--- config.mk ---
export PLATFORM = sky130hd
export DESIGN_NAME = obb_ctrl
export DESIGN_NICKNAME = d
export VERILOG_FILES = /design/src/rtl/obb_pkg.sv /design/src/rtl/obb_ctrl.sv
export SDC_FILE = /design/constraint.sdc
export NUM_CORES = 1
export LEC_CHECK = 0
export BUFFER_PORTS_ARGS = -buffer_cell sky130_fd_sc_hd__buf_2
export CAP_MARGIN = 10
export CORE_UTILIZATION = 45
export CTS_CLUSTER_SIZE = 8
export DETAILED_ROUTE_END_ITERATION = 10
export PLACE_DENSITY = 0.7
export RECOVER_POWER = 25
export REMOVE_ABC_BUFFERS = 1
export SLEW_MARGIN = 20
export SYNTH_ARGS = -nofsm -noshare
export SYNTH_HDL_FRONTEND = slang
export SYNTH_SLANG_ARGS = --single-unit
export TNS_END_PERCENT = 10
--- constraint.sdc ---
create_clock -name clk -period 4.8 [get_ports clk]
set_input_delay 1.2 -clock clk [delete_from_list [all_inputs] [get_ports clk]]
set_output_delay 1.2 -clock clk [all_outputs]
set_load 0.05 [all_outputs]
--- src/rtl/obb_pkg.sv ---
// ----------------------------------------------------------------------------
// obb_pkg
// shared widths, command bundle and field layout for the box-to-cell-range block
// ----------------------------------------------------------------------------
`default_nettype none

package obb_pkg;

    localparam int WordW   = 32;              // q16.16 word
    localparam int SizeW   = 31;              // unsigned size / cell size
    localparam int AccW    = 52;              // aabb bound, q16.16 with headroom
    localparam int HalfW   = 64;              // exact q32.32 half-extent sum
    localparam int QuotW   = 31;              // quotient bits before saturation
    localparam int InDataW = 320;
    localparam int OutDataW = 192;
    localparam int MatDepth = 12;

    localparam logic [WordW-1:0] CellReset = 32'd65536;
    localparam logic [WordW-1:0] CellMax   = 32'h7fff_ffff;
    localparam logic [WordW-1:0] CellMin   = 32'h8000_0000;

    localparam logic REQ_ROW = 1'b0;
    localparam logic REQ_BOX = 1'b1;
    localparam logic [1:0] ROW_NONE = 2'd3;

    typedef struct packed {
        logic       row_wr;     // write one matrix row from the input transfer
        logic       capture;    // latch box size and centre
        logic       mat_en;     // walk one matrix entry through the mac
        logic [3:0] mat_idx;
        logic       div_load;   // start a floor division
        logic       div_step;   // one quotient bit
        logic       div_last;   // final quotient bit, store result
        logic [2:0] div_sel;    // 0..2 min x/y/z, 3..5 max x/y/z
    } cmd_t;

endpackage

`default_nettype wire

--- src/rtl/obb_ctrl.sv ---
// ----------------------------------------------------------------------------
// obb_ctrl
// sequencer: matrix walk, pipeline drain, six divisions, result handoff
// ----------------------------------------------------------------------------
`default_nettype none

module obb_ctrl (
    input  wire logic          clk,
    input  wire logic          rst_n,
    input  wire logic          in_valid,
    input  wire logic          in_type,
    output logic               in_ready,
    output logic               out_valid,
    input  wire logic          out_ready,
    output obb_pkg::cmd_t      cmd
);

    localparam logic [2:0] ST_IDLE  = 3'd0;
    localparam logic [2:0] ST_MAT   = 3'd1;
    localparam logic [2:0] ST_DRAIN = 3'd2;
    localparam logic [2:0] ST_DLOAD = 3'd3;
    localparam logic [2:0] ST_DSTEP = 3'd4;
    localparam logic [2:0] ST_OUT   = 3'd5;

    logic [2:0] state_reg, state_next;
    logic [4:0] cnt_reg, cnt_next;
    logic [2:0] sel_reg, sel_next;

    assign in_ready  = (state_reg == ST_IDLE);
    assign out_valid = (state_reg == ST_OUT);

    always_comb
    begin
        state_next   = state_reg;
        cnt_next     = cnt_reg;
        sel_next     = sel_reg;
        cmd          = '0;
        cmd.mat_idx  = cnt_reg[3:0];
        cmd.div_sel  = sel_reg;
        case (state_reg)
            ST_IDLE:
            begin
                cmd.row_wr  = in_valid && in_type == obb_pkg::REQ_ROW;
                cmd.capture = in_valid && in_type == obb_pkg::REQ_BOX;
                if (cmd.capture)
                begin
                    state_next = ST_MAT;
                    cnt_next   = '0;
                end
            end
            ST_MAT:
            begin
                cmd.mat_en = 1'b1;
                cnt_next   = cnt_reg + 5'd1;
                if (cnt_reg == 5'(obb_pkg::MatDepth - 1))
                begin
                    state_next = ST_DRAIN;
                    cnt_next   = '0;
                end
            end
            ST_DRAIN:
            begin
                cnt_next = cnt_reg + 5'd1;
                if (cnt_reg == 5'd2)
                begin
                    state_next = ST_DLOAD;
                    sel_next   = '0;
                end
            end
            ST_DLOAD:
            begin
                cmd.div_load = 1'b1;
                cnt_next     = '0;
                state_next   = ST_DSTEP;
            end
            ST_DSTEP:
            begin
                cmd.div_step = 1'b1;
                cmd.div_last = (cnt_reg == 5'(obb_pkg::QuotW - 1));
                cnt_next     = cnt_reg + 5'd1;
                if (cmd.div_last)
                begin
                    sel_next   = sel_reg + 3'd1;
                    state_next = (sel_reg == 3'd5) ? ST_OUT : ST_DLOAD;
                end
            end
            ST_OUT:
            begin
                if (out_ready)
                begin
                    state_next = ST_IDLE;
                end
            end
            default:
            begin
                state_next = ST_IDLE;
            end
        endcase
    end

    always_ff @(posedge clk or negedge rst_n)
    begin
        if (!rst_n)
        begin
            state_reg <= ST_IDLE;
            cnt_reg   <= '0;
            sel_reg   <= '0;
        end
        else
        begin
            state_reg <= state_next;
            cnt_reg   <= cnt_next;
            sel_reg   <= sel_next;
        end
    end

`ifndef SYNTH
    a_no_overlap: assert property (@(posedge clk) disable iff (!rst_n)
        !(in_ready && out_valid))
        else $error("input and output open together");
    a_back_idle: assert property (@(posedge clk) disable iff (!rst_n)
        out_valid && out_ready |=> in_ready)
        else $error("no return to idle after result transfer");
    a_div_busy: assert property (@(posedge clk) disable iff (!rst_n)
        (cmd.div_load || cmd.div_step || cmd.mat_en) |-> !in_ready && !out_valid)
        else $error("datapath busy while a handshake is open");
    a_last_sel: assert property (@(posedge clk) disable iff (!rst_n)
        $rose(out_valid) |-> $past(cmd.div_last) && $past(sel_reg) == 3'd5)
        else $error("result offered before the last division");
`endif

endmodule

`default_nettype wire

==> results.txt, run 1 <==
Part of the cycle the worst path needs = 61.75%
FMAX = 337.4 MHz
Num rows = 14
Most common cell after layout, fill and taps aside = buf_2
FF+latch area = 275.3 um2
Sequential share of the synthesized area = 35.43%
Count of cell types in the netlist = 36
Initial DRC count = 10
Drt first pass iters = 4
Crit path cell chain = buf_2 -> and3b_1 -> buf_2
CTS buffer count = 3
Most used cell, CP = buf_2
Worst setup SP type = input port
Mapped Area = 777.0 um2
Skew final = 0.004873 ns
Initial antenna violation count = 0
Setup ws final = 1.836 ns
Share of cells above drive strength 1 = 29.59%
Placement Setup Slack = 1.835 ns
Hold buffers post-CTS = 0
Global-route wire length before repair = 2704 um
Commonest non-fill, non-tap cells in the layout = 18 x buf_2, 11 x dfrtp_1, 7 x nor2_1
Clk sinks = 11
Pleak = 0.4392 nW
Maximum VDD drop = 0.0003983 V
Max-slew headroom = 59.81%
Area growth, synth to finish = 11.59%
Total core area = 0.001559 mm2
#FFs+latches synth = 11
Unrepaired setup endpoints after global routing = false
Critical-path top delay cell = buf_2
CTS tree = done
Final Hold Fails = 0
Overflow after GRT = 0
Input/output buffers = 19
H-tree depth = 1
Antenna Violating Nets Remaining = 0
Die X = 43.56 um
Top delay family on crit path = buffers and inverters
Final max-slew violation count = 0
WP data arrival = 1.76 ns
Die Ht = 43.56 um
Max reg flops = 5
Avg Cell Area, Syn = 9.476 um2
Post-CTS setup buffers = 0
All-Layer GR Usage = 19.60%
Synth warnings = 0
PD cells = 721.1 mW/mm2
Post-Synthesis Cells = 82
Endpoints failing setup = 0
DR vias = 640
CP Buf/Inv Count = 2
Vias in the first global route = 610
Clock Latency Late Sink = 0.27 ns
Crit. End Element = output pin
Max incr delay on CP = 0.25 ns
DRC errors left = 0
PostCTS Resize Cnt = 0
Required time of the critical path = 3.60 ns
Setup CP Type = input port to output pin
FILL cells = 160
Clk buf depth = 2
Worst slew pin tran = 0.6028 ns
Multi-input gate area = 425.4 um2
Layout Nets = 108
DP HPWL = 1090 um
I/O pin total = 20
Vias per cell = 5.614
Clk pin slew, worst setup/hold paths = 0.07 ns
Max cap viols = 0
Minimum clock period = 2.964 ns
Setup TNS = 0 ns
Outcome = finished clean
Largest net degree at the start of global routing = 14
Post-Route WL = 1497 um
N_diodes = 0
Initial Util = 49.84%
GP Congestion = 0.7833
CP Max Fanout = 4
Die area = 0.001897 mm2
Type of the worst min-delay path = flop to flop
Root buf cell = clkbuf_4
DR WL/cell = 13.13 um
[cells by family after synthesis]
kind of cell	Yosys count	share of synthesized area, %
compound gates	16	15.94
xor+xnor	6	6.763
fa+ha+maj	4	6.441
buf+inv	14	9.822
flops	11	35.43
mux	2	2.737
simple gates	29	22.87
[path summary, 6_finish.rpt]
| check | slack (ns) | endpoint | cells past startpoint | startpoint |
|---|---|---|---|---|
| setup reg to reg | 2.84 | state_reg[0]$_DFFE_PN0P_ | 5 | state_reg[1]$_DFFE_PN0P_ |
| hold / removal | 0.54 | sel_reg[0]$_DFFE_PN0P_ | 1 | sel_reg[0]$_DFFE_PN0P_ |
| max in group asynchronous | 3.50 | sel_reg[0]$_DFFE_PN0P_ | 1 | rst_n |
| min in group asynchronous | 0.90 | state_reg[0]$_DFFE_PN0P_ | 1 | rst_n |
| setup / recovery | 1.84 | cmd[12] | 3 | in_type |
| hold reg to reg | 0.54 | sel_reg[0]$_DFFE_PN0P_ | 1 | sel_reg[0]$_DFFE_PN0P_ |
[cell usage after synthesis]
cell type	instances	area (um2)
a221oi_2	1	15.01
nand2_1	4	15.01
o22ai_1	1	6.260
nor3_1	3	15.01
a311oi_1	1	8.760
xnor2_1	1	8.760
ha_1	4	50.05
nand3_1	3	15.01
a22oi_1	1	7.510
inv_1	5	18.77
mux2_1	1	11.26
and3b_1	1	8.760
a31oi_1	1	6.260
o21ai_1	2	10.01
nand3b_1	1	7.510
o21ai_0	1	5.000
nand4_1	2	12.51
mux2i_1	1	10.01
buf_2	1	5.000
buf_4	6	45.04
a211oi_1	2	15.01
nor2_1	7	26.28
o31ai_1	1	7.510
a311o_1	1	10.01
a2111oi_2	1	15.01
and3_1	3	18.77
o21a_1	1	7.510
nor4b_2	1	15.01
nor3b_2	1	12.51
xor2_1	5	43.79
nor2b_1	1	6.260
inv_2	2	7.510
nand2_2	1	6.260
dfrtp_1	11	275.3
a21oi_1	2	10.01
nor3b_4	1	18.77
[area by class of cell]
class,count,area share (%)
multi-input combinational,57,49.06
sequential,11,31.75
timing repair buffer,19,10.82
clock buffer,4,3.030
inverter,7,3.030
tap,16,2.309
[power breakdown]
part / total, mW / internal (mW) / leakage (nW) / switching (mW)
logic: 0.377 / 0.127 / 0.278 / 0.251
registers: 0.183 / 0.119 / 0.146 / 0.0643
clock network: 0.0647 / 0.0322 / 0.0150 / 0.0326
total: 0.625 / 0.278 / 0.439 / 0.347
[routing by layer]
metal	GRT usage, %	vias to the layer above	routed length (um)
met5	0	-	0
met1	26.72	299	712
met3	5.000	2	76
met2	28.06	20	695
li1	-	319	-
met4	11.25	0	13
[per-stage QoR]
stage	power (mW)	utilization, %	cells	cell area [um2]	hold WS [ns]
after global routing	0.6719	55.62	114	867.1	0.5979
after global placement	0.5574	54.01	110	842.1	0.5267
after CTS	0.6291	55.70	114	868.3	0.5414
after floorplan	0.4805	-	75	726.9	0.5571
after detailed placement	0.5602	54.01	110	842.1	0.5322
final	0.6253	55.62	114	867.1	0.5369
(Power assumes the default switching activity.)
==> run 2: changes to the inputs <==
--- a/config.mk
+++ b/config.mk
@@ -10,7 +10,7 @@
 export CORE_UTILIZATION = 45
 export CTS_CLUSTER_SIZE = 8
 export DETAILED_ROUTE_END_ITERATION = 10
-export PLACE_DENSITY = 0.7
+export PLACE_DENSITY = 0.72
 export RECOVER_POWER = 25
 export REMOVE_ABC_BUFFERS = 1
 export SLEW_MARGIN = 20
==> constraint.sdc (replaced) <==
create_clock -name clk -period 2.57 [get_ports clk]
set_input_delay 0.6425 -clock clk [delete_from_list [all_inputs] [get_ports clk]]
set_output_delay 0.6425 -clock clk [all_outputs]
set_load 0.05 [all_outputs]
==> results.txt, run 2 (synthesis results as in run 1) <==
Crit. End Element = output pin
DRC errors left = 0 (unchanged)
Max-slew headroom = 59.39% (-0.42 points)
Drt first pass iters = 4 (unchanged)
Outcome = finished clean
Global-route wire length before repair = 2732 um (+1.0%)
Inst Count DP = 110 (unchanged)
Vias per cell = 5.640 (+0.47%)
DR vias = 643 (+0.47%)
PostCTS Resize Cnt = 0 (unchanged)
Max reg flops = 5 (unchanged)
PD cells = 1364 mW/mm2 (+89%)
H-tree depth = 1 (unchanged)
CP Max Fanout = 13 (+9)
Num rows = 14 (unchanged)
Endpoints failing setup = 0 (unchanged)
Root buf cell = clkbuf_4
Unrepaired setup endpoints after global routing = false
Worst slew pin tran = 0.6091 ns (+0.006264 ns)
Antenna Violating Nets Remaining = 0 (unchanged)
Minimum clock period = 2.367 ns
Type of the worst min-delay path = input port to async pin
Input/output buffers = 19 (unchanged)
DP HPWL = 1194 um (+9.5%)
Clk buf depth = 2 (unchanged)
Setup CP Type = flop to output pin
Share of cells above drive strength 1 = 30.61% (+1.0 points)
FMAX = 422.5 MHz
Post-Route WL = 1574 um (+5.1%)
Placed cell area = 842.1 um2 (unchanged)
Vias in the first global route = 579 (-5.1%)
Initial Util = 49.84% (unchanged)
Area growth, synth to finish = 11.76%
Skew final = 0.0009162 ns (-0.003957 ns)
Die area = 0.001897 mm2 (unchanged)
Post-CTS setup buffers = 0 (unchanged)
Die X = 43.56 um (unchanged)
CTS buffer count = 3 (unchanged)
Layout Nets = 108 (unchanged)
Hold buffers post-CTS = 0 (unchanged)
Design Area, Final = 868.3 um2 (+0.14%)
Overall Power = 1.184 mW (+89%)
DR WL/cell = 13.81 um (+5.1%)
Clock Latency Late Sink = 0.27 ns (about the same)
Clk sinks = 11 (unchanged)
Final max-slew violation count = 0 (unchanged)
GP Congestion = 0.7599 (-3.0%)
Initial DRC count = 9 (-1)
Final Hold Fails = 0 (unchanged)
Overflow after GRT = 0 (unchanged)
Final core utilization = 55.70% (+0.080 points)
Commonest non-fill, non-tap cells in the layout = 18 x buf_2, 11 x dfrtp_1, 7 x nor2_1
Part of the cycle the worst path needs = 92.10%
Total core area = 0.001559 mm2 (unchanged)
WP data arrival = 1.72 ns (-0.04 ns)
All-Layer GR Usage = 19.81% (+0.21 points)
Worst setup SP type = flop
Final Non-Filler Cells = 114 (unchanged)
Required time of the critical path = 1.93 ns (-1.67 ns)
Clk pin slew, worst setup/hold paths = 0.08 ns (about the same)
Largest net degree at the start of global routing = 14 (unchanged)
I/O pin total = 20 (unchanged)
CTS tree = done
Max cap viols = 0 (unchanged)
Most common cell after layout, fill and taps aside = buf_2
N_diodes = 0 (unchanged)
Initial antenna violation count = 0 (unchanged)
Die Ht = 43.56 um (unchanged)
Pleak = 0.4419 nW (+0.62%)
Maximum VDD drop = 0.0008612 V (+120%)
Setup TNS = 0 ns (unchanged)
## run 2: cell types whose count changed in the layout (fill, tap and decap cells not counted)
cell | before | now
clkbuf_1 | 2 | 1
clkinv_2 | 0 | 1
## run 2: metrics by stage
stage	worst slack [ns]	hold slack (ns)
final	0.2030	0.3496
after global routing	0.05428	0.3918
after CTS	0.2205	0.2317
after detailed placement	0.5104	0.5251
after global placement	0.5438	0.5282
after floorplan	-0.3981	0.3469
## run 2: worst max-delay path, cell delays in order (launching register included)
cell and delay, ns:
dfrtp_1 0.54, nor3b_4 0.35, nand3_1 0.22, inv_2 0.09, buf_2 0.26
## run 2: layout make-up
type,count,area [um2]
repair buffers,19,93.84
multi-input cells,57,425.4
fillers,157,690.7
flip-flops and latches,11,275.3
clock inverters,1,5.005
clock buffers,3,22.52
well taps,16,20.02
inverters,7,26.28
## run 2: final timing paths
path / from / end / slack [ns] / cells past startpoint
setup reg to reg: state_reg[1]$_DFFE_PN0P_ / state_reg[0]$_DFFE_PN0P_ / 0.57 / 5
max in group asynchronous: rst_n / cnt_reg[2]$_DFFE_PN0P_ / 1.83 / 1
setup / recovery: state_reg[1]$_DFFE_PN0P_ / cmd[3] / 0.20 / 4
hold / removal: rst_n / sel_reg[2]$_DFFE_PN0P_ / 0.35 / 1
min in group clk: sel_reg[0]$_DFFE_PN0P_ / sel_reg[0]$_DFFE_PN0P_ / 0.54 / 1
hold reg to reg: sel_reg[0]$_DFFE_PN0P_ / sel_reg[0]$_DFFE_PN0P_ / 0.54 / 1
## run 2: layer usage
layer / track usage (%) / vias to the layer above / routed length, um
met5: 0 / - / 0
met4: 5.625 / 0 / 13
met2: 29.85 / 13 / 730
li1: - / 319 / -
met1: 28.19 / 309 / 771
met3: 5.000 / 2 / 59
## run 2: power by group
group / switching, mW / leakage (nW) / total (mW) / internal (mW)
sequential: 0.112 / 0.146 / 0.335 / 0.223
clock: 0.0639 / 0.0177 / 0.121 / 0.0575
combinational: 0.491 / 0.278 / 0.728 / 0.237
total: 0.667 / 0.442 / 1.18 / 0.518
